$ cat src/design/tdp_pkg.sv
// shared types, widths and state encoding for the trial division prime unit
`default_nettype none

package tdp_pkg;

    localparam int OPERAND_BITS = 16;
    // largest candidate reached when summing 2^16-1 primes stays below 2^20
    localparam int CAND_BITS    = 20;
    localparam int DIV_BITS     = (CAND_BITS / 2) + 1;
    localparam int REM_BITS     = DIV_BITS + 1;
    localparam int DSQ_BITS     = 2 * DIV_BITS;
    localparam int SUM_BITS     = 35;
    localparam int BITCNT_BITS  = $clog2(CAND_BITS);

    localparam logic CMD_TEST = 1'b0;
    localparam logic CMD_SUM  = 1'b1;

    typedef struct packed {
        logic                    command;
        logic [OPERAND_BITS-1:0] operand;
    } t_in_word;

    typedef struct packed {
        logic                prime_flag;
        logic [SUM_BITS-1:0] prime_sum;
    } t_out_word;

    typedef enum logic [2:0] {
        S_IDLE,
        S_TEST,
        S_BOUND,
        S_DIV,
        S_REM,
        S_RESULT,
        S_DONE
    } t_state;

    typedef struct packed {
        logic load;
        logic test_init;
        logic div_start;
        logic div_step;
        logic next_div;
        logic set_prime;
        logic clr_prime;
        logic advance;
        logic out_load;
    } t_dp_cmd;

    typedef struct packed {
        logic sum_mode;
        logic count_done;
        logic cand_small;
        logic bound_passed;
        logic div_last;
        logic rem_zero;
        logic out_free;
    } t_dp_sts;

endpackage

`default_nettype wire

$ cat src/design/tdp_datapath.sv
// datapath: candidate, divisor, bit-serial remainder, prime count, sum and output register
`default_nettype none

module tdp_datapath import tdp_pkg::*; (
    input  wire logic      i_clk,
    input  wire logic      i_rst_n,
    input  wire t_dp_cmd   i_cmd,
    input  wire t_in_word  i_in_word,
    input  wire logic      i_out_ready,
    output t_dp_sts        o_sts,
    output logic           o_out_valid,
    output t_out_word      o_out_word
);

    logic                    r_mode, n_mode;
    logic [OPERAND_BITS-1:0] r_count, n_count;
    logic [OPERAND_BITS-1:0] r_found, n_found;
    logic [CAND_BITS-1:0]    r_cand, n_cand;
    logic [DIV_BITS-1:0]     r_div, n_div;
    logic [DSQ_BITS-1:0]     r_dsq, n_dsq;
    logic [REM_BITS-1:0]     r_rem, n_rem;
    logic [BITCNT_BITS-1:0]  r_bitcnt, n_bitcnt;
    logic [SUM_BITS-1:0]     r_sum, n_sum;
    logic                    r_is_prime, n_is_prime;
    logic                    r_out_valid, n_out_valid;
    t_out_word               r_out_word, n_out_word;

    logic [BITCNT_BITS-1:0]  bit_idx;
    logic [REM_BITS-1:0]     rem_shift;

    // one quotient bit per cycle, candidate msb first
    assign bit_idx   = BITCNT_BITS'(CAND_BITS - 1) - r_bitcnt;
    assign rem_shift = {r_rem[REM_BITS-2:0], r_cand[bit_idx]};

    always_comb begin
        n_mode      = r_mode;
        n_count     = r_count;
        n_found     = r_found;
        n_cand      = r_cand;
        n_div       = r_div;
        n_dsq       = r_dsq;
        n_rem       = r_rem;
        n_bitcnt    = r_bitcnt;
        n_sum       = r_sum;
        n_is_prime  = r_is_prime;
        n_out_valid = r_out_valid;
        n_out_word  = r_out_word;

        if (i_cmd.load) begin
            n_mode  = i_in_word.command;
            n_count = i_in_word.operand;
            n_found = '0;
            n_sum   = '0;
            if (i_in_word.command == CMD_SUM) begin
                n_cand = CAND_BITS'(2);
            end else begin
                n_cand = CAND_BITS'(i_in_word.operand);
            end
        end

        if (i_cmd.test_init) begin
            n_div = DIV_BITS'(2);
            n_dsq = DSQ_BITS'(4);
        end

        if (i_cmd.div_start) begin
            n_rem    = '0;
            n_bitcnt = '0;
        end

        if (i_cmd.div_step) begin
            if (rem_shift >= {1'b0, r_div}) begin
                n_rem = rem_shift - {1'b0, r_div};
            end else begin
                n_rem = rem_shift;
            end
            n_bitcnt = r_bitcnt + 1'b1;
        end

        // (d+1)^2 = d^2 + 2d + 1
        if (i_cmd.next_div) begin
            n_div = r_div + 1'b1;
            n_dsq = r_dsq + DSQ_BITS'({r_div, 1'b1});
        end

        if (i_cmd.set_prime) begin
            n_is_prime = 1'b1;
        end
        if (i_cmd.clr_prime) begin
            n_is_prime = 1'b0;
        end

        if (i_cmd.advance) begin
            if (r_is_prime) begin
                n_sum   = r_sum + SUM_BITS'(r_cand);
                n_found = r_found + 1'b1;
            end
            n_cand = r_cand + 1'b1;
        end

        if (i_cmd.out_load) begin
            n_out_valid           = 1'b1;
            n_out_word.prime_flag = (r_mode == CMD_TEST) && r_is_prime;
            n_out_word.prime_sum  = (r_mode == CMD_SUM) ? r_sum : '0;
        end else if (i_out_ready) begin
            n_out_valid = 1'b0;
        end
    end

    always_ff @(posedge i_clk) begin
        if (!i_rst_n) begin
            r_mode      <= CMD_TEST;
            r_count     <= '0;
            r_found     <= '0;
            r_cand      <= '0;
            r_div       <= '0;
            r_dsq       <= '0;
            r_rem       <= '0;
            r_bitcnt    <= '0;
            r_sum       <= '0;
            r_is_prime  <= 1'b0;
            r_out_valid <= 1'b0;
        end else begin
            r_mode      <= n_mode;
            r_count     <= n_count;
            r_found     <= n_found;
            r_cand      <= n_cand;
            r_div       <= n_div;
            r_dsq       <= n_dsq;
            r_rem       <= n_rem;
            r_bitcnt    <= n_bitcnt;
            r_sum       <= n_sum;
            r_is_prime  <= n_is_prime;
            r_out_valid <= n_out_valid;
        end
    end

    always_ff @(posedge i_clk) begin
        r_out_word <= n_out_word;
    end

    assign o_sts.sum_mode     = (r_mode == CMD_SUM);
    assign o_sts.count_done   = (r_found == r_count);
    assign o_sts.cand_small   = (r_cand < CAND_BITS'(2));
    assign o_sts.bound_passed = (DSQ_BITS'(r_cand) < r_dsq);
    assign o_sts.div_last     = (r_bitcnt == BITCNT_BITS'(CAND_BITS - 1));
    assign o_sts.rem_zero     = (r_rem == '0);
    assign o_sts.out_free     = !r_out_valid || i_out_ready;

    assign o_out_valid = r_out_valid;
    assign o_out_word  = r_out_word;

`ifndef SYNTHESIS
    a_rem_below_div: assert property (@(posedge i_clk) disable iff (!i_rst_n)
        i_cmd.div_step |=> ({1'b0, r_div} > r_rem))
        else $error("remainder not below divisor after division step");

    a_dsq_square: assert property (@(posedge i_clk) disable iff (!i_rst_n)
        r_dsq == DSQ_BITS'(r_div) * DSQ_BITS'(r_div))
        else $error("divisor square out of step with divisor");

    a_found_bound: assert property (@(posedge i_clk) disable iff (!i_rst_n)
        (r_mode == CMD_SUM) |-> (r_found <= r_count))
        else $error("prime count passed requested count");

    a_out_free_load: assert property (@(posedge i_clk) disable iff (!i_rst_n)
        i_cmd.out_load |-> o_sts.out_free)
        else $error("output word loaded over a pending word");
`endif

endmodule

`default_nettype wire

$ cat src/design/tdp_ctrl.sv
// controller state machine sequencing candidates, divisors and division steps
`default_nettype none

module tdp_ctrl import tdp_pkg::*; (
    input  wire logic    i_clk,
    input  wire logic    i_rst_n,
    input  wire logic    i_in_valid,
    output logic         o_in_ready,
    input  wire t_dp_sts i_sts,
    output t_dp_cmd      o_cmd
);

    t_state r_state, n_state;

    always_ff @(posedge i_clk) begin
        if (!i_rst_n) begin
            r_state <= S_IDLE;
        end else begin
            r_state <= n_state;
        end
    end

    always_comb begin
        n_state    = r_state;
        o_cmd      = '0;
        o_in_ready = 1'b0;
        case (r_state)
            S_IDLE: begin
                o_in_ready = 1'b1;
                if (i_in_valid) begin
                    o_cmd.load = 1'b1;
                    n_state    = S_TEST;
                end
            end
            S_TEST: begin
                if (i_sts.sum_mode && i_sts.count_done) begin
                    n_state = S_DONE;
                end else if (i_sts.cand_small) begin
                    o_cmd.clr_prime = 1'b1;
                    n_state         = S_RESULT;
                end else begin
                    o_cmd.test_init = 1'b1;
                    n_state         = S_BOUND;
                end
            end
            S_BOUND: begin
                // divisor squared beyond candidate: no factor left
                if (i_sts.bound_passed) begin
                    o_cmd.set_prime = 1'b1;
                    n_state         = S_RESULT;
                end else begin
                    o_cmd.div_start = 1'b1;
                    n_state         = S_DIV;
                end
            end
            S_DIV: begin
                o_cmd.div_step = 1'b1;
                if (i_sts.div_last) begin
                    n_state = S_REM;
                end
            end
            S_REM: begin
                if (i_sts.rem_zero) begin
                    o_cmd.clr_prime = 1'b1;
                    n_state         = S_RESULT;
                end else begin
                    o_cmd.next_div = 1'b1;
                    n_state        = S_BOUND;
                end
            end
            S_RESULT: begin
                if (i_sts.sum_mode) begin
                    o_cmd.advance = 1'b1;
                    n_state       = S_TEST;
                end else begin
                    n_state = S_DONE;
                end
            end
            S_DONE: begin
                if (i_sts.out_free) begin
                    o_cmd.out_load = 1'b1;
                    n_state        = S_IDLE;
                end
            end
            default: begin
                n_state = S_IDLE;
            end
        endcase
    end

endmodule

`default_nettype wire

$ cat src/design/trial_division_prime_unit_top.sv
// a test of n runs a full bit-serial division for every divisor tried, up to sqrt(n); the
// bit-serial remainder sets the pace
// sum of k primes repeats that test for every candidate up to the k-th prime
// one word in flight; the next word is taken while the last
// result waits in the output register
// synchronous active-low reset returns the controller to idle and drops the output valid
`default_nettype none

module trial_division_prime_unit_top import tdp_pkg::*; (
    input  wire logic      i_clk,
    input  wire logic      i_rst_n,
    input  wire logic      i_in_valid,
    output logic           o_in_ready,
    input  wire t_in_word  i_in_word,
    output logic           o_out_valid,
    input  wire logic      i_out_ready,
    output t_out_word      o_out_word
);

    t_dp_cmd dp_cmd;
    t_dp_sts dp_sts;

    tdp_ctrl u_ctrl (
        .i_clk      (i_clk),
        .i_rst_n    (i_rst_n),
        .i_in_valid (i_in_valid),
        .o_in_ready (o_in_ready),
        .i_sts      (dp_sts),
        .o_cmd      (dp_cmd)
    );

    tdp_datapath u_datapath (
        .i_clk       (i_clk),
        .i_rst_n     (i_rst_n),
        .i_cmd       (dp_cmd),
        .i_in_word   (i_in_word),
        .i_out_ready (i_out_ready),
        .o_sts       (dp_sts),
        .o_out_valid (o_out_valid),
        .o_out_word  (o_out_word)
    );

endmodule

`default_nettype wire

$ cat config.mk
export PLATFORM = sky130hd
export DESIGN_NAME = trial_division_prime_unit_top
export DESIGN_NICKNAME = d
export VERILOG_FILES = /design/src/design/tdp_pkg.sv /design/src/design/tdp_datapath.sv /design/src/design/tdp_ctrl.sv /design/src/design/trial_division_prime_unit_top.sv
export SDC_FILE = /design/constraint.sdc
export NUM_CORES = 1
export LEC_CHECK = 0
export BUFFER_PORTS_ARGS = -buffer_cell sky130_fd_sc_hd__buf_4
export CAP_MARGIN = 25
export CORE_UTILIZATION = 50
export DETAILED_ROUTE_END_ITERATION = 10
export PLACE_DENSITY = 0.67
export REMOVE_ABC_BUFFERS = 1
export SLEW_MARGIN = 25
export SYNTH_ARGS = -nofsm -noshare
export SYNTH_HDL_FRONTEND = slang
export SYNTH_SLANG_ARGS = --single-unit
export TNS_END_PERCENT = 100
$ cat constraint.sdc
create_clock -name i_clk -period 4.37 [get_ports i_clk]
set_input_delay 0.6555 -clock i_clk [delete_from_list [all_inputs] [get_ports i_clk]]
set_output_delay 0.6555 -clock i_clk [all_outputs]
set_load 0.02 [all_outputs]
# After elaboration in Yosys (flattened, before gate mapping)
# Index checks and enable logic that the tools add are counted.
totals:
  output_inout_bits: 38
  in_bits: 21
  reg_bits: 179
  word_cells: 103
classes:
  bitwise_logic: 2
  reduce_logical: 12
  n_eq_ne: 11
  addsub: 8
  muxes: 52
  n_lt_le_gt_ge: 4
op_table:
  columns: ["operator", "count"]
  rows:
  - ["35-bit 2-to-1 mux", 3]
  - ["16-bit 2-to-1 mux", 4]
  - ["22-bit 2-to-1 mux", 2]
  - ["20-bit 2-to-1 mux", 2]
  - ["12-bit 2-to-1 mux", 3]
  - ["35-bit by 20-bit adder with 35-bit output", 1]
  - ["3-bit 2-to-1 mux", 8]
  - ["1-bit 2-to-1 mux", 23]
  - ["22-bit by 12-bit adder with 22-bit output", 1]
  - ["20-bit by 22-bit < comparator with 1-bit output", 1]
  - ["11-bit 2-to-1 mux", 2]
  - ["3-bit one-hot mux with 7 select lines", 1]
  - ["20-bit by 1-bit adder with 20-bit output (second input constant)", 1]
  - ["20-bit by 2-bit < comparator with 1-bit output (second input constant)", 1]
  - ["16-bit by 1-bit adder with 16-bit output (second input constant)", 1]
  - ["16-bit == test", 1]
  - ["12-bit by 11-bit greater-or-equal comparator with 1-bit output", 1]
  - ["12-bit zero test", 1]
  - ["12-bit by 11-bit subtractor with 12-bit output", 1]
  - ["11-bit by 1-bit adder with 11-bit output (second input constant)", 1]
  - ["5-bit 2-to-1 mux", 2]
  - ["3-bit == test (second input constant)", 3]
  - ["2-bit nonzero test", 4]
  - ["3-bit by 2-bit == test with 1-bit output (second input constant)", 2]
  - ["15 further kinds", 19]

# Longest topological paths before layout
depth:
  word_depth: 6
  depth_mapped: 16
  depth_no_buf: 14

# Modules after synthesis
# From an unflattened synthesis, not the netlist that was laid out.
unflattened:
  hier_cells: 1274
  area_unflattened_um2: 10914.2
modules_own_cells:
  columns: ["mod", "n_inst", "area_each_um2", "seq_area_each_um2", "cells_each"]
  rows:
  - ["tdp_datapath", 1, 10550.1, 3883.7, 1226]
  - ["tdp_ctrl", 1, 364.1, 60.1, 48]

# Least setup slack after synthesis
# OpenSTA, ideal clock, no wires.
synth_path:
  path_type: "register to register"
  from: "reg u_datapath.r_bitcnt[2]"
  to: "reg u_datapath.r_rem[1]"
  slack_ns: 0.921
  stages_incl_launch_ff: 16
  arrival_ns: 3.332
  t_required_ns: 4.253
  n_path_buf: 2
  synth_period_minus_slack_ns: 3.449
  setup_time_ns: 0.117
  path_cell_list: "dfxtp_1 -> buf_2 -> inv_1 -> ha_1 -> mux4_2 -> nor2b_1 -> a31oi_1 -> ha_1 -> fa_1 -> nand2b_1 -> a211oi_1 -> nor3_1 -> o21ai_1 -> buf_2 -> a21oi_1 -> a32o_1"
synth_between:
  elab_chain_len: 6
  word_cells_on_any_way: 7
  classes_between: "2 x add/sub; 1 x order compare; 4 x mux"
synth_lines:
  columns: ["item", "line", "source"]
  rows:
  - ["from (decl)", "tdp_datapath.sv:22", "logic [BITCNT_BITS-1:0] r_bitcnt, n_bitcnt;"]
  - ["from (signal assigned)", "tdp_datapath.sv:131", "r_bitcnt <= n_bitcnt;"]
  - ["5-bit subtractor (*)", "tdp_datapath.sv:32", "assign bit_idx = BITCNT_BITS'(CAND_BITS - 1) - r_bitcnt;"]
  - ["1-bit binary-select mux with 5-bit select (*)", "tdp_datapath.sv:33", "assign rem_shift = {r_rem[REM_BITS-2:0], r_cand[bit_idx]};"]
  - ["1-bit 2-to-1 mux (not written as such) (*)", "tdp_datapath.sv:33", null]
  - ["12-bit by 11-bit subtractor with 12-bit output or 12-bit by 11-bit greater-or-equal comparator with 1-bit output (tied branches)", "tdp_datapath.sv:73, tdp_datapath.sv:72", null]
  - ["12-bit 2-to-1 mux (*)", "tdp_datapath.sv:72", "if (rem_shift >= {1'b0, r_div}) begin"]
  - ["12-bit 2-to-1 mux (*)", "tdp_datapath.sv:71", "if (i_cmd.div_step) begin"]
  - ["to (signal assigned)", "tdp_datapath.sv:130", "r_rem <= n_rem;"]
  - ["to (decl)", "tdp_datapath.sv:21", "logic [REM_BITS-1:0] r_rem, n_rem;"]
# Mark *: on every way between the ends. The rest lies on a longest branch, timed or not. The select of a mux whose other input is x is not followed.
# A chain may end at the register's enable or synchronous reset.

# Final worst setup path
layout_path:
  from: "reg u_datapath.r_bitcnt[2]"
  to: "reg u_datapath.r_rem[10]"
# Same word-level chain as after synthesis.

==> results_dict.tcl <==
set metrics [dict create \
    synth_top_area_share 0.266 \
    drtIter0Drc 1029 \
    crit_family "multiplexers" \
    num_rows 53 \
    fill_cells 1952 \
    clk_pin_slew_ns 0.08 \
    post_cts_buffers 0 \
    antenna_found_initial 0 \
    cts-resized-gates 0 \
    grt_usage 0.268 \
    synth.cell_area_um2 10800 \
    drive_gt1_frac 0.0980 \
    seq_area_frac_synth 0.366 \
    via_per_inst 6.12 \
    cts-htree-levels 4 \
    cp_cell_sequence "mux4_2, mux4_2, nor2b_1, a31oi_1, ha_1, fa_1, nand2b_1, a211oi_1, or3_1, a21o_1, a21oi_1, mux2i_1, a22o_1" \
    port_buffers 58 \
    grt_pass1_vias 8633 \
    fin_skew_ns 0.0211 \
    io_pins 59 \
    stdcell_area_um2 12000 \
    die_x_um 149 \
    hold_path_class "in -> reg" \
    max_cap_violations 0 \
    place_inst 1579 \
    worst_pin_slew_ns 0.987 \
    cts-root-buf "clkbuf_16" \
    crit_arrival_ns 4.22 \
    reg2reg_setup_slack_ns 0.54 \
    setup_tns_ns 0 \
    layout_setup_ws_ns 0.536 \
    synth.avg_cell_area_um2 8.31 \
    cts.sinks 179 \
    cp_max_fo 9 \
    postLayoutCoreUtil 0.571 \
    synth_warnings 0 \
    antenna_left 0 \
    synth_cells 1295 \
    grt_overflow 0 \
    dr_total_vias 9872 \
    firstDrtPassIters 5 \
    dieArea_um2 22100 \
    dpl-instance-area_um2 11400 \
    hold_start "i_in_word[9]" \
    setup.worst_path.end_class "register" \
    grt_pass1_wl_um 46000 \
    outcome "complete, no violations" \
    timing.final.crit_share 0.877 \
    final_cell_count_no_fill 1612 \
    p_total_mw 5.31 \
    holdBufCountCts 0 \
    synth_edf_count 36 \
    wl_per_cell_um 18.3 \
    finalSetupViolCount 0 \
    multi_input_area_um2 6380 \
    synth_top_area_cell "dfxtp_1" \
    power.density_nw_per_um2 440 \
    place.gp.congestion 0.943 \
    cp_common_cell "mux4_2" \
    path_buf_inv 0 \
    whs_endpoint "u_datapath.r_count[9]" \
    syn_to_final_growth_pct 12.0 \
    grt_max_degree 74 \
    drc_errors 0 \
    cp-start-kind "register" \
    leakage_nw 4.49 \
    nets 1415 \
    worst_skew_pair.late_latency_ns 0.45 \
    reg2reg_to "u_datapath.r_rem[10]" \
    worstPathRequired_ns 4.75 \
    synth_seq_cells 179 \
    final-max-slew-violation-count 0 \
    place_ws_ns 0.545 \
    hpwlAfterDp_um 20700 \
    clock_path_buffers 2 \
    vdd_drop_max_mv 0.282 \
    synth-main-ff-cell "dfxtp_1" \
    ys_top_cells_by_area "dfxtp_1 27%, edfxtp_1 10%, ha_1 7.8%, a21oi_1 5.8%, nand2_1 4.3%" \
    start_util 0.510 \
    min_path_cells 3 \
    antenna_cells 0 \
    hold_ws_ns 0.456 \
    fmax_mhz 261 \
    seq_area_um2 3940 \
    critPathKind "reg -> reg" \
    cts_buffers 17 \
    r2r-start "u_datapath.r_bitcnt[2]" \
    slew_headroom 0.340 \
    totalWireLength_um 29400 \
    chipHeight_um 149 \
    max_stage_delay_ns 0.59 \
    synthArstFlopShare 0 \
    core_area_um2 21100 \
    hold_viol_final 0 \
    rsz0062_at_grt "false" \
    fin_crit_ns 3.83 \
    crit_slowest_cell "dfxtp_1" \
    ys_types 70 \
    cts_tree "done" \
    reg2regPathDepth 13 \
]
-- metal layers --
layer  wire length [um]  global-route usage  up-vias  share of wire
met5                  0                   0        -              0
met4                453              0.0784        0          0.015
met3               2370              0.0521       29          0.080
met2              12900               0.395      410           0.44
met1              13700               0.392     4643           0.47
li1                   -                   -     4790              -
-- cells by family after synthesis --
group,count (synthesis),synth area share
AO/OA/AOI/OAI,341,0.200
XOR/XNOR,57,0.0464
adder cells (fa/ha/maj),70,0.0835
buffers and inverters,117,0.0421
flip-flops,179,0.366
multiplexers,24,0.0298
AND/OR/NAND/NOR,507,0.231
-- worst max path at each step --
stage / slack, ns / to / cells after the start / start
final: 0.54 / u_datapath.r_rem[10] / 13 / u_datapath.r_bitcnt[2]
after global routing: 0.35 / u_datapath.r_rem[10] / 13 / u_datapath.r_bitcnt[2]
after CTS: 0.53 / u_datapath.r_rem[10] / 13 / u_datapath.r_bitcnt[2]
after detailed placement: 0.54 / u_datapath.r_rem[10] / 13 / u_datapath.r_bitcnt[2]
after global placement: 0.59 / u_datapath.r_rem[10] / 13 / u_datapath.r_bitcnt[2]
after floorplan: 0.59 / u_datapath.r_rem[0] / 13 / u_datapath.r_bitcnt[2]
-- flip-flops by register name (all words and copies together), names as in the netlist, 5 cells and up --
signal / cells
u_datapath.r_cand: 20
u_datapath.r_rem: 12
u_datapath.r_found: 16
u_datapath.o_out_word: 36
u_datapath.r_sum: 35
u_datapath.r_dsq: 22
u_datapath.r_count: 16
u_datapath.r_div: 11
u_datapath.r_bitcnt: 5
-- power breakdown --
part | internal, mW | switching [mW] | leakage, nW | total, mW
registers | 1.80 | 0.199 | 1.42 | 2.00
logic | 0.635 | 1.06 | 2.77 | 1.70
clock network | 0.832 | 0.777 | 0.294 | 1.61
-- layout by cell type, fill, tap and decap left out, types with 5 or more instances in the layout --
cell and n:
xnor2_1 40, clkbuf_16 17, nor3_1 30, buf_4 71, nor4_1 14, inv_1 53, o31ai_1 10, a211oi_1 13
mux4_2 6, nand2_1 123, or3_1 17, ha_1 67, o211ai_1 17, nand2b_1 13, a21oi_1 125, and3_1 26
nor3b_1 5, a21o_1 16, mux2i_1 14, a31oi_1 22, a311oi_1 9, nand4_1 25, o21bai_1 6, a21boi_0 5
and2_1 39, xor2_1 17, a22oi_1 13, dfxtp_1 143, or2_2 5, nor2b_1 8, o2bb2ai_1 7, nand3_1 78
o22ai_1 6, edfxtp_1 36, nor2_1 107, o21ai_0 51
-- synthesized netlist by cell type (7+ instances only) --
cell / number
nor4_1: 14
nor3_1: 30
a311oi_1: 9
a21o_1: 16
nand2_1: 123
o31ai_1: 10
and3_1: 26
and2_1: 38
clkbuf_1: 50
nand4_1: 25
o211ai_1: 17
a22oi_1: 13
or3_1: 17
nor2b_1: 8
inv_1: 54
mux2i_1: 14
o21ai_0: 51
nand3_1: 78
ha_1: 67
xnor2_1: 40
a31oi_1: 22
buf_2: 9
xor2_1: 17
nand2b_1: 14
a211oi_1: 13
edfxtp_1: 36
a21oi_1: 125
o2bb2ai_1: 7
nor2_1: 110
dfxtp_1: 143
-- layout make-up --
| type | instances | area share |
|---|---|---|
| multi-input cells | 999 | 0.530 |
| flip-flops and latches | 179 | 0.327 |
| repair buffers | 73 | 0.0476 |
| clock buffers | 18 | 0.0364 |
| well taps | 275 | 0.0286 |
| inverters | 54 | 0.0168 |
| clock inverters | 14 | 0.0137 |
-- worst reg2reg max path: stages, from the launching register on --
cell and delay (ns):
dfxtp_1 0.59, mux4_2 0.56, mux4_2 0.47, nor2b_1 0.14, a31oi_1 0.25, ha_1 0.24, fa_1 0.20, nand2b_1 0.13
a211oi_1 0.08, or3_1 0.40, a21o_1 0.20, a21oi_1 0.17, mux2i_1 0.21, a22o_1 0.13
(Power assumes the default switching activity.)
